File: src/rtl/glyph_column_stream_generator_defines.svh
// Assertion helpers for the glyph column stream generator.
`ifndef GLYPH_COLUMN_STREAM_GENERATOR_DEFINES_SVH
`define GLYPH_COLUMN_STREAM_GENERATOR_DEFINES_SVH

// Same-cycle implication, checked out of reset.
`define GCSG_ASSERT_IMP(label, ante, cons, msg) \
  label: assert property (@(posedge clk) disable iff (!rst_n) (ante) |-> (cons)) \
    else $error(msg);

// Next-cycle implication, checked out of reset.
`define GCSG_ASSERT_NXT(label, ante, cons, msg) \
  label: assert property (@(posedge clk) disable iff (!rst_n) (ante) |=> (cons)) \
    else $error(msg);

`endif

File: src/rtl/gcsg_pkg.sv
package gcsg_pkg;

  localparam int GLYPH_COLUMNS = 6;
  localparam int GLYPH_COUNT   = 17;

  localparam logic       FUNC_SMALL = 1'b0;
  localparam logic       FUNC_BIG   = 1'b1;

  localparam logic [1:0] POS_HUNDREDS = 2'd0;
  localparam logic [1:0] POS_TENS     = 2'd1;
  localparam logic [1:0] POS_UNITS    = 2'd2;

  localparam logic [2:0] REP_MIN   = 3'd1;
  localparam logic [2:0] REP_MAX   = 3'd4;
  localparam logic [2:0] REP_RESET = 3'd3;

  localparam logic [7:0] CMD_COL_HI = 8'h10;
  localparam logic [7:0] CMD_PAGE   = 8'hB0;

  // Reciprocal constants: n/100 = (n*41)>>12 and n/10 = (n*205)>>11, exact below 1024
  localparam int RECIP100 = 41;
  localparam int SHIFT100 = 12;
  localparam int RECIP10  = 205;
  localparam int SHIFT10  = 11;

  localparam logic [7:0] FONT [GLYPH_COUNT][GLYPH_COLUMNS] = '{
    '{8'h3E, 8'h51, 8'h49, 8'h45, 8'h3E, 8'h00},
    '{8'h00, 8'h42, 8'h7F, 8'h40, 8'h00, 8'h00},
    '{8'h72, 8'h49, 8'h49, 8'h49, 8'h46, 8'h00},
    '{8'h21, 8'h41, 8'h49, 8'h4D, 8'h33, 8'h00},
    '{8'h18, 8'h14, 8'h12, 8'h7F, 8'h10, 8'h00},
    '{8'h27, 8'h45, 8'h45, 8'h45, 8'h39, 8'h00},
    '{8'h3C, 8'h4A, 8'h49, 8'h49, 8'h31, 8'h00},
    '{8'h41, 8'h21, 8'h11, 8'h09, 8'h07, 8'h00},
    '{8'h36, 8'h49, 8'h49, 8'h49, 8'h36, 8'h00},
    '{8'h46, 8'h49, 8'h49, 8'h29, 8'h1E, 8'h00},
    '{8'h00, 8'h00, 8'h00, 8'h00, 8'h00, 8'h00},
    '{8'hC6, 8'h66, 8'h30, 8'h18, 8'hCC, 8'hC4},
    '{8'h3E, 8'h41, 8'h41, 8'h41, 8'h22, 8'h00},
    '{8'h7F, 8'h04, 8'h04, 8'h04, 8'h78, 8'h00},
    '{8'h00, 8'h08, 8'h1C, 8'h1C, 8'h3E, 8'h7F},
    '{8'h1C, 8'h1C, 8'h1C, 8'h1C, 8'h1C, 8'h1C},
    '{8'h00, 8'h00, 8'h00, 8'h00, 8'h00, 8'h00}
  };

  // Request held between the input register and the sequencer
  typedef struct packed {
    logic       func;
    logic [4:0] glyph;
    logic [9:0] quot;   // number divided by the digit's place value
    logic [6:0] start;  // wrapped start column
    logic [3:0] page;
    logic [2:0] rep;    // columns per stretched column, 1 in small mode
  } gcsg_item_t;

  function automatic logic [7:0] font_col(input logic [4:0] idx, input logic [2:0] c);
    logic [7:0] r;
    r = 8'h00;
    if (32'(idx) < GLYPH_COUNT && 32'(c) < GLYPH_COLUMNS) begin
      r = FONT[idx][c];
    end
    return r;
  endfunction

  // abcdefgh -> aabbccddeeffgghh
  function automatic logic [15:0] bit_double(input logic [7:0] x);
    logic [15:0] r;
    for (int i = 0; i < 8; i++) begin
      r[2*i]   = x[i];
      r[2*i+1] = x[i];
    end
    return r;
  endfunction

endpackage

File: src/rtl/gcsg_front.sv
module gcsg_front (
  input  logic                clk,
  input  logic                rst_n,
  input  logic                start,
  input  logic                in_func,
  input  logic [4:0]          in_glyph,
  input  logic [9:0]          in_number,
  input  logic [1:0]          in_digit_pos,
  input  logic [6:0]          in_col,
  input  logic [3:0]          in_page,
  input  logic [2:0]          rep_cfg,
  input  logic                take,
  output logic                busy,
  output logic                pend_valid,
  output gcsg_pkg::gcsg_item_t pend
);
  import gcsg_pkg::*;

  logic        pend_valid_r, pend_valid_nxt;
  gcsg_item_t  pend_r, pend_nxt;
  logic        accept;
  logic [2:0]  rep_eff;
  logic [1:0]  pos_eff;
  logic [6:0]  offset;
  logic [15:0] prod100;
  logic [17:0] prod10;

  assign busy   = pend_valid_r && !take;
  assign accept = start && !busy;

  always_comb begin
    rep_eff = rep_cfg;
    if (rep_cfg < REP_MIN) begin
      rep_eff = REP_MIN;
    end else if (rep_cfg > REP_MAX) begin
      rep_eff = REP_MAX;
    end
    pos_eff = (in_digit_pos > POS_UNITS) ? POS_UNITS : in_digit_pos;
    offset  = 7'(pos_eff) * 7'(rep_eff) * 7'(GLYPH_COLUMNS);
    prod100 = 16'(in_number) * 16'(RECIP100);
    prod10  = 18'(in_number) * 18'(RECIP10);

    pend_nxt.func  = in_func;
    pend_nxt.glyph = in_glyph;
    pend_nxt.page  = in_page;
    case (pos_eff)
      POS_HUNDREDS: pend_nxt.quot = 10'(prod100 >> SHIFT100);
      POS_TENS:     pend_nxt.quot = 10'(prod10 >> SHIFT10);
      default:      pend_nxt.quot = in_number;
    endcase
    if (in_func == FUNC_BIG) begin
      pend_nxt.start = 7'(in_col + offset);
      pend_nxt.rep   = rep_eff;
    end else begin
      pend_nxt.start = in_col;
      pend_nxt.rep   = REP_MIN;
    end

    pend_valid_nxt = pend_valid_r;
    if (accept) begin
      pend_valid_nxt = 1'b1;
    end else if (take) begin
      pend_valid_nxt = 1'b0;
    end
  end

  always_ff @(posedge clk) begin
    if (!rst_n) begin
      pend_valid_r <= 1'b0;
    end else begin
      pend_valid_r <= pend_valid_nxt;
    end
    if (accept) begin
      pend_r <= pend_nxt;
    end
  end

  assign pend_valid = pend_valid_r;
  assign pend       = pend_r;

endmodule

File: src/rtl/gcsg_seq.sv
module gcsg_seq (
  input  logic                 clk,
  input  logic                 rst_n,
  input  logic                 pend_valid,
  input  gcsg_pkg::gcsg_item_t pend,
  output logic                 take,
  output logic                 out_strobe,
  output logic [7:0]           out_byte,
  output logic                 out_is_command,
  output logic                 out_starts_transfer,
  output logic                 out_last
);
  import gcsg_pkg::*;

  typedef enum logic [1:0] {ST_COL_LO, ST_COL_HI, ST_PAGE, ST_DATA} step_t;

  step_t       step_r, step_nxt;
  logic        act_valid_r, act_valid_nxt;
  logic        half_r, half_nxt;
  logic [2:0]  col_r, col_nxt;
  logic [1:0]  rep_cnt_r, rep_cnt_nxt;
  logic        big_r, big_nxt;
  logic [4:0]  font_idx_r, font_idx_nxt;
  logic [6:0]  start_r, start_nxt;
  logic [3:0]  page_r, page_nxt;
  logic [2:0]  rep_r, rep_nxt;
  logic        strobe_r, strobe_nxt;
  logic [7:0]  byte_r, byte_nxt;
  logic        cmd_r, cmd_nxt;
  logic        first_r, first_nxt;
  logic        last_r, last_nxt;

  logic        rep_last, col_last, item_end;
  logic [7:0]  font_byte;
  logic [15:0] dbl;
  logic [17:0] qprod;
  logic [6:0]  q10;
  logic [9:0]  q10x;
  logic [3:0]  digit;
  logic [3:0]  cur_page;

  always_comb begin
    rep_last  = (rep_cnt_r == 2'(rep_r - 3'd1));
    col_last  = (col_r == 3'(GLYPH_COLUMNS - 1));
    font_byte = font_col(font_idx_r, col_r);
    dbl       = bit_double(font_byte);
    cur_page  = half_r ? 4'(page_r + 4'd1) : page_r;
    item_end  = act_valid_r && (step_r == ST_DATA) && col_last && rep_last
                && (!big_r || half_r);
    take      = pend_valid && (!act_valid_r || item_end);

    // last decimal digit of the quotient: q - 10*(q/10)
    qprod = 18'(pend.quot) * 18'(RECIP10);
    q10   = 7'(qprod >> SHIFT10);
    q10x  = {q10, 3'b000} + {2'b00, q10, 1'b0};
    digit = 4'(pend.quot - q10x);

    byte_nxt  = 8'h00;
    cmd_nxt   = 1'b0;
    first_nxt = 1'b0;
    case (step_r)
      ST_COL_LO: begin
        byte_nxt  = {4'b0000, start_r[3:0]};
        cmd_nxt   = 1'b1;
        first_nxt = 1'b1;
      end
      ST_COL_HI: begin
        byte_nxt = CMD_COL_HI | {5'b00000, start_r[6:4]};
        cmd_nxt  = 1'b1;
      end
      ST_PAGE: begin
        byte_nxt = CMD_PAGE | {4'b0000, cur_page};
        cmd_nxt  = 1'b1;
      end
      ST_DATA: begin
        if (!big_r) begin
          byte_nxt = font_byte;
        end else begin
          byte_nxt = half_r ? dbl[15:8] : dbl[7:0];
        end
        first_nxt = (col_r == 3'd0) && (rep_cnt_r == 2'd0);
      end
      default: begin
        byte_nxt = 8'h00;
      end
    endcase
    strobe_nxt = act_valid_r;
    last_nxt   = item_end;

    act_valid_nxt = act_valid_r;
    step_nxt      = step_r;
    half_nxt      = half_r;
    col_nxt       = col_r;
    rep_cnt_nxt   = rep_cnt_r;
    big_nxt       = big_r;
    font_idx_nxt  = font_idx_r;
    start_nxt     = start_r;
    page_nxt      = page_r;
    rep_nxt       = rep_r;

    if (act_valid_r) begin
      case (step_r)
        ST_COL_LO: step_nxt = ST_COL_HI;
        ST_COL_HI: step_nxt = ST_PAGE;
        ST_PAGE: begin
          step_nxt    = ST_DATA;
          col_nxt     = 3'd0;
          rep_cnt_nxt = 2'd0;
        end
        ST_DATA: begin
          if (rep_last) begin
            rep_cnt_nxt = 2'd0;
            if (col_last) begin
              // last column done: after the low half, cursor to the next page
              col_nxt  = 3'd0;
              half_nxt = 1'b1;
              step_nxt = ST_COL_LO;
            end else begin
              col_nxt = col_r + 3'd1;
            end
          end else begin
            rep_cnt_nxt = rep_cnt_r + 2'd1;
          end
        end
        default: step_nxt = ST_COL_LO;
      endcase
    end

    if (item_end) begin
      act_valid_nxt = 1'b0;
    end

    if (take) begin
      act_valid_nxt = 1'b1;
      step_nxt      = ST_COL_LO;
      half_nxt      = 1'b0;
      col_nxt       = 3'd0;
      rep_cnt_nxt   = 2'd0;
      big_nxt       = (pend.func == FUNC_BIG);
      font_idx_nxt  = (pend.func == FUNC_BIG) ? {1'b0, digit} : pend.glyph;
      start_nxt     = pend.start;
      page_nxt      = pend.page;
      rep_nxt       = pend.rep;
    end
  end

  always_ff @(posedge clk) begin
    if (!rst_n) begin
      act_valid_r <= 1'b0;
      step_r      <= ST_COL_LO;
      half_r      <= 1'b0;
      col_r       <= 3'd0;
      rep_cnt_r   <= 2'd0;
      strobe_r    <= 1'b0;
    end else begin
      act_valid_r <= act_valid_nxt;
      step_r      <= step_nxt;
      half_r      <= half_nxt;
      col_r       <= col_nxt;
      rep_cnt_r   <= rep_cnt_nxt;
      strobe_r    <= strobe_nxt;
    end
    big_r      <= big_nxt;
    font_idx_r <= font_idx_nxt;
    start_r    <= start_nxt;
    page_r     <= page_nxt;
    rep_r      <= rep_nxt;
    byte_r     <= byte_nxt;
    cmd_r      <= cmd_nxt;
    first_r    <= first_nxt;
    last_r     <= last_nxt;
  end

  assign out_strobe          = strobe_r;
  assign out_byte            = byte_r;
  assign out_is_command      = cmd_r;
  assign out_starts_transfer = first_r;
  assign out_last            = last_r;

endmodule

File: src/rtl/glyph_column_stream_generator.sv
// Glyph column stream generator: turns print requests into the byte stream for a
// page-addressed display controller.
// Request channel: drive the in_ fields with start high; the word is taken at a
// clock edge where busy is low. One request can wait in the input register while
// the previous one streams, so requests issued ahead keep the output gapless.
// Result channel: one word per cycle on out_byte/out_is_command/
// out_starts_transfer/out_last, marked by out_strobe; out_last flags the final
// word of a request. The receiver has no back-pressure and must take every word.
// With the output side idle, an accepted request passes the input register and
// the sequencer state register before its first word is on the output. One word
// per cycle comes from the byte sequencer: 3 command + 6 data words for a small
// glyph, 3 + 6*repeat per page half for a big digit. cfg_wr_en/cfg_wr_data set
// the big-digit repeat; write it only while no request is in flight.
// Reset (rst_n low at a clock edge) drops any pending and streaming request,
// clears out_strobe and sets the repeat to 3.
module glyph_column_stream_generator (
  input  logic       clk,
  input  logic       rst_n,
  input  logic       start,
  output logic       busy,
  input  logic       in_func,
  input  logic [4:0] in_glyph,
  input  logic [9:0] in_number,
  input  logic [1:0] in_digit_pos,
  input  logic [6:0] in_col,
  input  logic [3:0] in_page,
  input  logic       cfg_wr_en,
  input  logic [2:0] cfg_wr_data,
  output logic       out_strobe,
  output logic [7:0] out_byte,
  output logic       out_is_command,
  output logic       out_starts_transfer,
  output logic       out_last
);
  import gcsg_pkg::*;
  `include "glyph_column_stream_generator_defines.svh"

  logic [2:0] rep_r;
  logic       take;
  logic       pend_valid;
  gcsg_item_t pend;
  logic       run_open;

  always_ff @(posedge clk) begin
    if (!rst_n) begin
      rep_r <= REP_RESET;
    end else if (cfg_wr_en) begin
      rep_r <= cfg_wr_data;
    end
  end

  gcsg_front u_front (
    .clk          (clk),
    .rst_n        (rst_n),
    .start        (start),
    .in_func      (in_func),
    .in_glyph     (in_glyph),
    .in_number    (in_number),
    .in_digit_pos (in_digit_pos),
    .in_col       (in_col),
    .in_page      (in_page),
    .rep_cfg      (rep_r),
    .take         (take),
    .busy         (busy),
    .pend_valid   (pend_valid),
    .pend         (pend)
  );

  gcsg_seq u_seq (
    .clk                 (clk),
    .rst_n               (rst_n),
    .pend_valid          (pend_valid),
    .pend                (pend),
    .take                (take),
    .out_strobe          (out_strobe),
    .out_byte            (out_byte),
    .out_is_command      (out_is_command),
    .out_starts_transfer (out_starts_transfer),
    .out_last            (out_last)
  );

  // first word of a cursor run
  assign run_open = out_strobe && out_is_command && out_starts_transfer;

  // a cursor run is three command words back to back
  `GCSG_ASSERT_NXT(a_cursor_run, run_open, out_strobe && out_is_command, "cursor run broken")
  // after the final word the next word, if any, opens a new cursor run
  `GCSG_ASSERT_NXT(a_after_last, out_strobe && out_last, !out_strobe || run_open, "no cursor after last")
  // the stream only pauses between requests
  `GCSG_ASSERT_NXT(a_gap_only_between, !out_strobe, !out_strobe || run_open, "stream resumed mid request")
  // the final word of a request is always display data
  `GCSG_ASSERT_IMP(a_last_is_data, out_strobe && out_last, !out_is_command, "last word is a command")

endmodule
File: config.mk
export PLATFORM = sky130hd
export DESIGN_NAME = glyph_column_stream_generator
export DESIGN_NICKNAME = d
export VERILOG_FILES = /design/src/rtl/gcsg_pkg.sv /design/src/rtl/gcsg_front.sv /design/src/rtl/gcsg_seq.sv /design/src/rtl/glyph_column_stream_generator.sv
export VERILOG_INCLUDE_DIRS = /design/src /design/src/rtl
export SDC_FILE = /design/constraint.sdc
export NUM_CORES = 1
export LEC_CHECK = 0
export BUFFER_PORTS_ARGS = -buffer_cell sky130_fd_sc_hd__buf_2
export CAP_MARGIN = 20
export CELL_PAD_IN_SITES_DETAIL_PLACEMENT = 0
export CELL_PAD_IN_SITES_GLOBAL_PLACEMENT = 1
export CORE_MARGIN = 2
export CORE_UTILIZATION = 46
export CTS_BUF_LIST = sky130_fd_sc_hd__clkbuf_4 sky130_fd_sc_hd__clkbuf_8
export DETAILED_ROUTE_END_ITERATION = 16
export GPL_ROUTABILITY_DRIVEN = 0
export GPL_TIMING_DRIVEN = 1
export PLACE_DENSITY = 0.86
export SLEW_MARGIN = 15
export SYNTH_ARGS = -nofsm -noshare
export SYNTH_HDL_FRONTEND = slang
export SYNTH_HIERARCHICAL = 1
export SYNTH_SLANG_ARGS = --single-unit
export TNS_END_PERCENT = 20
File: constraint.sdc
create_clock -name clk -period 5.3 [get_ports clk]
set_input_delay 0.265 -clock clk [delete_from_list [all_inputs] [get_ports clk]]
set_output_delay 0.265 -clock clk [all_outputs]
set_load 0.05 [all_outputs]
==> results.md <==
- Outcome: complete, but fails checks
- Failing checks: negative setup slack
- Final instance area: 8990 um2
- Routed vias/inst: 5.50
- GRT Util Overall: 19.9%
- Root Buffer Master: clkbuf_8
- Sequential power share: a little under a fifth
- Chip Width: approximately 140 um
- Area grow syn2layout: 11.3%
- Final Hold Viols: 0
- P_int: approximately 2.3 mW
- Maximum root-to-sink buffer count: 2
- Num rows: 48
- Combinational Power Share: 71.9%
- Die H: 137 um
- Register area: 1940 um2
- Effective utilization at floorplan: 46.9%
- Avg Cell Area, Syn: between 9 and 10 um2
- N_diodes: 0
- Arrival time at the worst endpoint: 5.42 ns
- Crit Reg-Reg Startpoint: u_front/pend[15]$_DFFE_PP_
- Path type of the worst min-delay path: input port to register
- Share of cells above drive strength 1: 16.7%
- Switching Power: 1.88 mW
- P per Cell Area: 467 nW/um2
- CTS H-tree depth: 3
- Final period utilization: 100%
- LEAKAGE: 4.15 nW
- CTS tree: yes
- Global-route wire length before repair: 29.6 mm
- Setup Crit Path Kind: register to register
- Core area: 17200 um2
- Hold path startpoint: in_col[0]
- Crit. Startpoint: u_front/pend[15]$_DFFE_PP_
- Post-synthesis cell count: 831
- Slowest cell on crit path: edfxtp_1
- DR vias: ~6000
- DRC: 0
- GRT overflow: 0
- Sw Ratio: 44.7%
- Post-Synthesis Cell Area: about 8100 um2
- Reg clk slew, reported paths: 0.09 ns
- DRT antenna net count: 0
- Critical path fanouts, max: 4
- Largest net degree at the start of global routing: 51
- Drt total wl: 18.1 mm
- Synthesized Nets: 1053
- Clk_skew: 0.0143 ns
- Max VDD drop: around 0.29 mV
- Critical path startpoint category: register
- Post-layout util: 52.2%
- Drt pass-1 iters: 6
- Unrepaired setup endpoints after global routing: yes
- Max-slew headroom: 58.4%
- Req. time, crit path: 5.40 ns
- Fin crit period: 5.32 ns
- Setup Viol. Count Final: 1
- Multi-input gate area: 5630 um2
- Slew of the pin with the lowest slew margin: approximately 0.62 ns
- Cts hold-fix bufs: 0
- PnR worst setup slack: -0.0203 ns
- Max incr delay on CP: 0.50 ns
- Vias in the first global route: 6100
- Synth warn: 6
- Port bufs: 48
- Die area: 18600 um2
- Clock sinks: between 70 and 80
- Detail-routed net length per standard cell: approximately 16 um
- Clock power frac: 9.8%
- CP Capture Type: register
- Post-DP HPWL: 14.1 mm
- Antenna violations before repair: 0
- Sum Neg Setup Slack: -0.0203 ns
- Max-cap viol count: 0
- Total CTS buffers: 9
- DP Area: 8550 um2
- Max Fclk: 188 MHz
- Pwr Total: 4.20 mW
- Final-layout fill cell count: around 1500
- Clock Latency Late Sink: 0.35 ns
- Num ports: 49
- Worst path cell trace: buf_6 -> ha_4 -> inv_1 -> ha_1 -> inv_1 -> fa_1 -> fa_1 -> inv_1 -> ha_1 -> o21a_1 -> nor2_4 -> o41ai_4 -> xor2_1 -> ha_1 -> nor3b_4 -> nor4b_2 -> a311o_1 -> a311o_1 -> xnor3_1 -> mux2_4
- Initial DRC Count: 446
- Nets: 1107
- Final slew viol count: 0
- R2r setup slk: -0.02 ns
through the flow:
step                setup slack, ns  cells  hold slack, ns
CTS                         0.00145   1108          0.0608
floorplan                     0.108    831           0.327
global placement             0.0641   1087           0.401
finish                      -0.0203   1115          0.0845
global route                 -0.129   1115          0.0619
detailed placement          -0.0550   1087           0.405
power groups by stage:
stage	clock network [mW]	registers, mW	logic, mW
3_5_place_dp	0	0.781	2.64
2_1_floorplan	0	0.774	2.12
5_1_grt	0.452	0.780	3.33
4_1_cts	0.425	0.768	2.70
6_report	0.411	0.771	3.02
3_3_place_gp	0	0.779	2.59
flip-flops by register name, summed over array words and instances (netlist names):
| register | count |
|---|---|
| u_front/pend | 29 |
| u_seq/out_byte | 8 |
| u_seq/start_r | 7 |
| u_seq/font_idx_r | 5 |
| u_seq/page_r | 4 |
| rep_r | 3 |
| u_seq/col_r | 3 |
| u_seq/rep_cnt_r | 2 |
| u_seq/rep_r | 2 |
| u_seq/step_r | 2 |
| u_front/pend_valid | 1 |
| u_seq/act_valid_r | 1 |
| u_seq/big_r | 1 |
| u_seq/half_r | 1 |
| u_seq/out_is_command | 1 |
| u_seq/out_last | 1 |
| u_seq/out_starts_transfer | 1 |
| u_seq/out_strobe | 1 |
cell usage in the layout, fill, tap and decap left out, types with 4 or more instances in the layout:
cell type / instances
inv_2: 6
inv_1: 133
ha_1: 136
a311o_1: 4
and2_1: 5
buf_2: 48
nand3_1: 16
buf_6: 4
nand3b_1: 6
o21a_1: 7
ha_4: 10
nor2b_1: 16
edfxtp_1: 48
nand2b_1: 17
a22oi_1: 5
clkbuf_8: 9
o21ai_0: 24
a211oi_1: 8
nand2_1: 39
xnor2_1: 24
nor3_1: 8
dfxtp_1: 25
a211o_1: 4
a31oi_1: 9
o211ai_1: 10
mux2i_1: 13
buf_4: 20
mux2_2: 10
fa_1: 39
a21oi_1: 30
nand4_1: 7
o2111ai_1: 4
o22ai_1: 4
xor2_1: 8
nor2_1: 36
a21o_1: 9
a221oi_1: 7
layout make-up:
class / instances / area share, %
Inverter: 140 / 5.84
Tap cell: 225 / 3.13
Clock buffer: 9 / 1.38
Clock inverter: 7 / 0.668
Multi-Input combinational cell: 589 / 62.5
Timing Repair Buffer: 72 / 4.84
Sequential cell: 73 / 21.6
what timing repair did:
item	CTS	global route
gates resized for setup	1	26
endpoints found under the hold margin	0	0
endpoints found under the setup margin	1	1
buffers inserted	5	7
pin swaps	5	27
critical path, delay by kind of cell, from the launching register on:
family | cells | cell delay [ns]
AO/OA/AOI/OAI | 4 | 1.17
XOR/XNOR | 2 | 0.31
adder cells (fa/ha/maj) | 6 | 2.06
buffers and inverters | 4 | 0.37
flip-flops | 1 | 0.50
multiplexers | 1 | 0.26
AND/OR/NAND/NOR | 3 | 0.41
layer usage:
layer / GRT usage, % / part of all wire [%]
met5: 0 / 0
met4: 6.31 / 1.9
met3: 2.30 / 3.6
met2: 34.1 / 49
met1: 26.3 / 46
worst paths after layout:
kind,to,depth (start not counted)
min reg2reg,u_seq/page_r[3]$_DFFE_PP_,0
min,u_front/pend[7]$_DFFE_PP_,1
max,u_seq/font_idx_r[3]$_DFFE_PP_,20
max reg2reg,u_seq/font_idx_r[3]$_DFFE_PP_,20
Power figures use the tool's default switching activity.
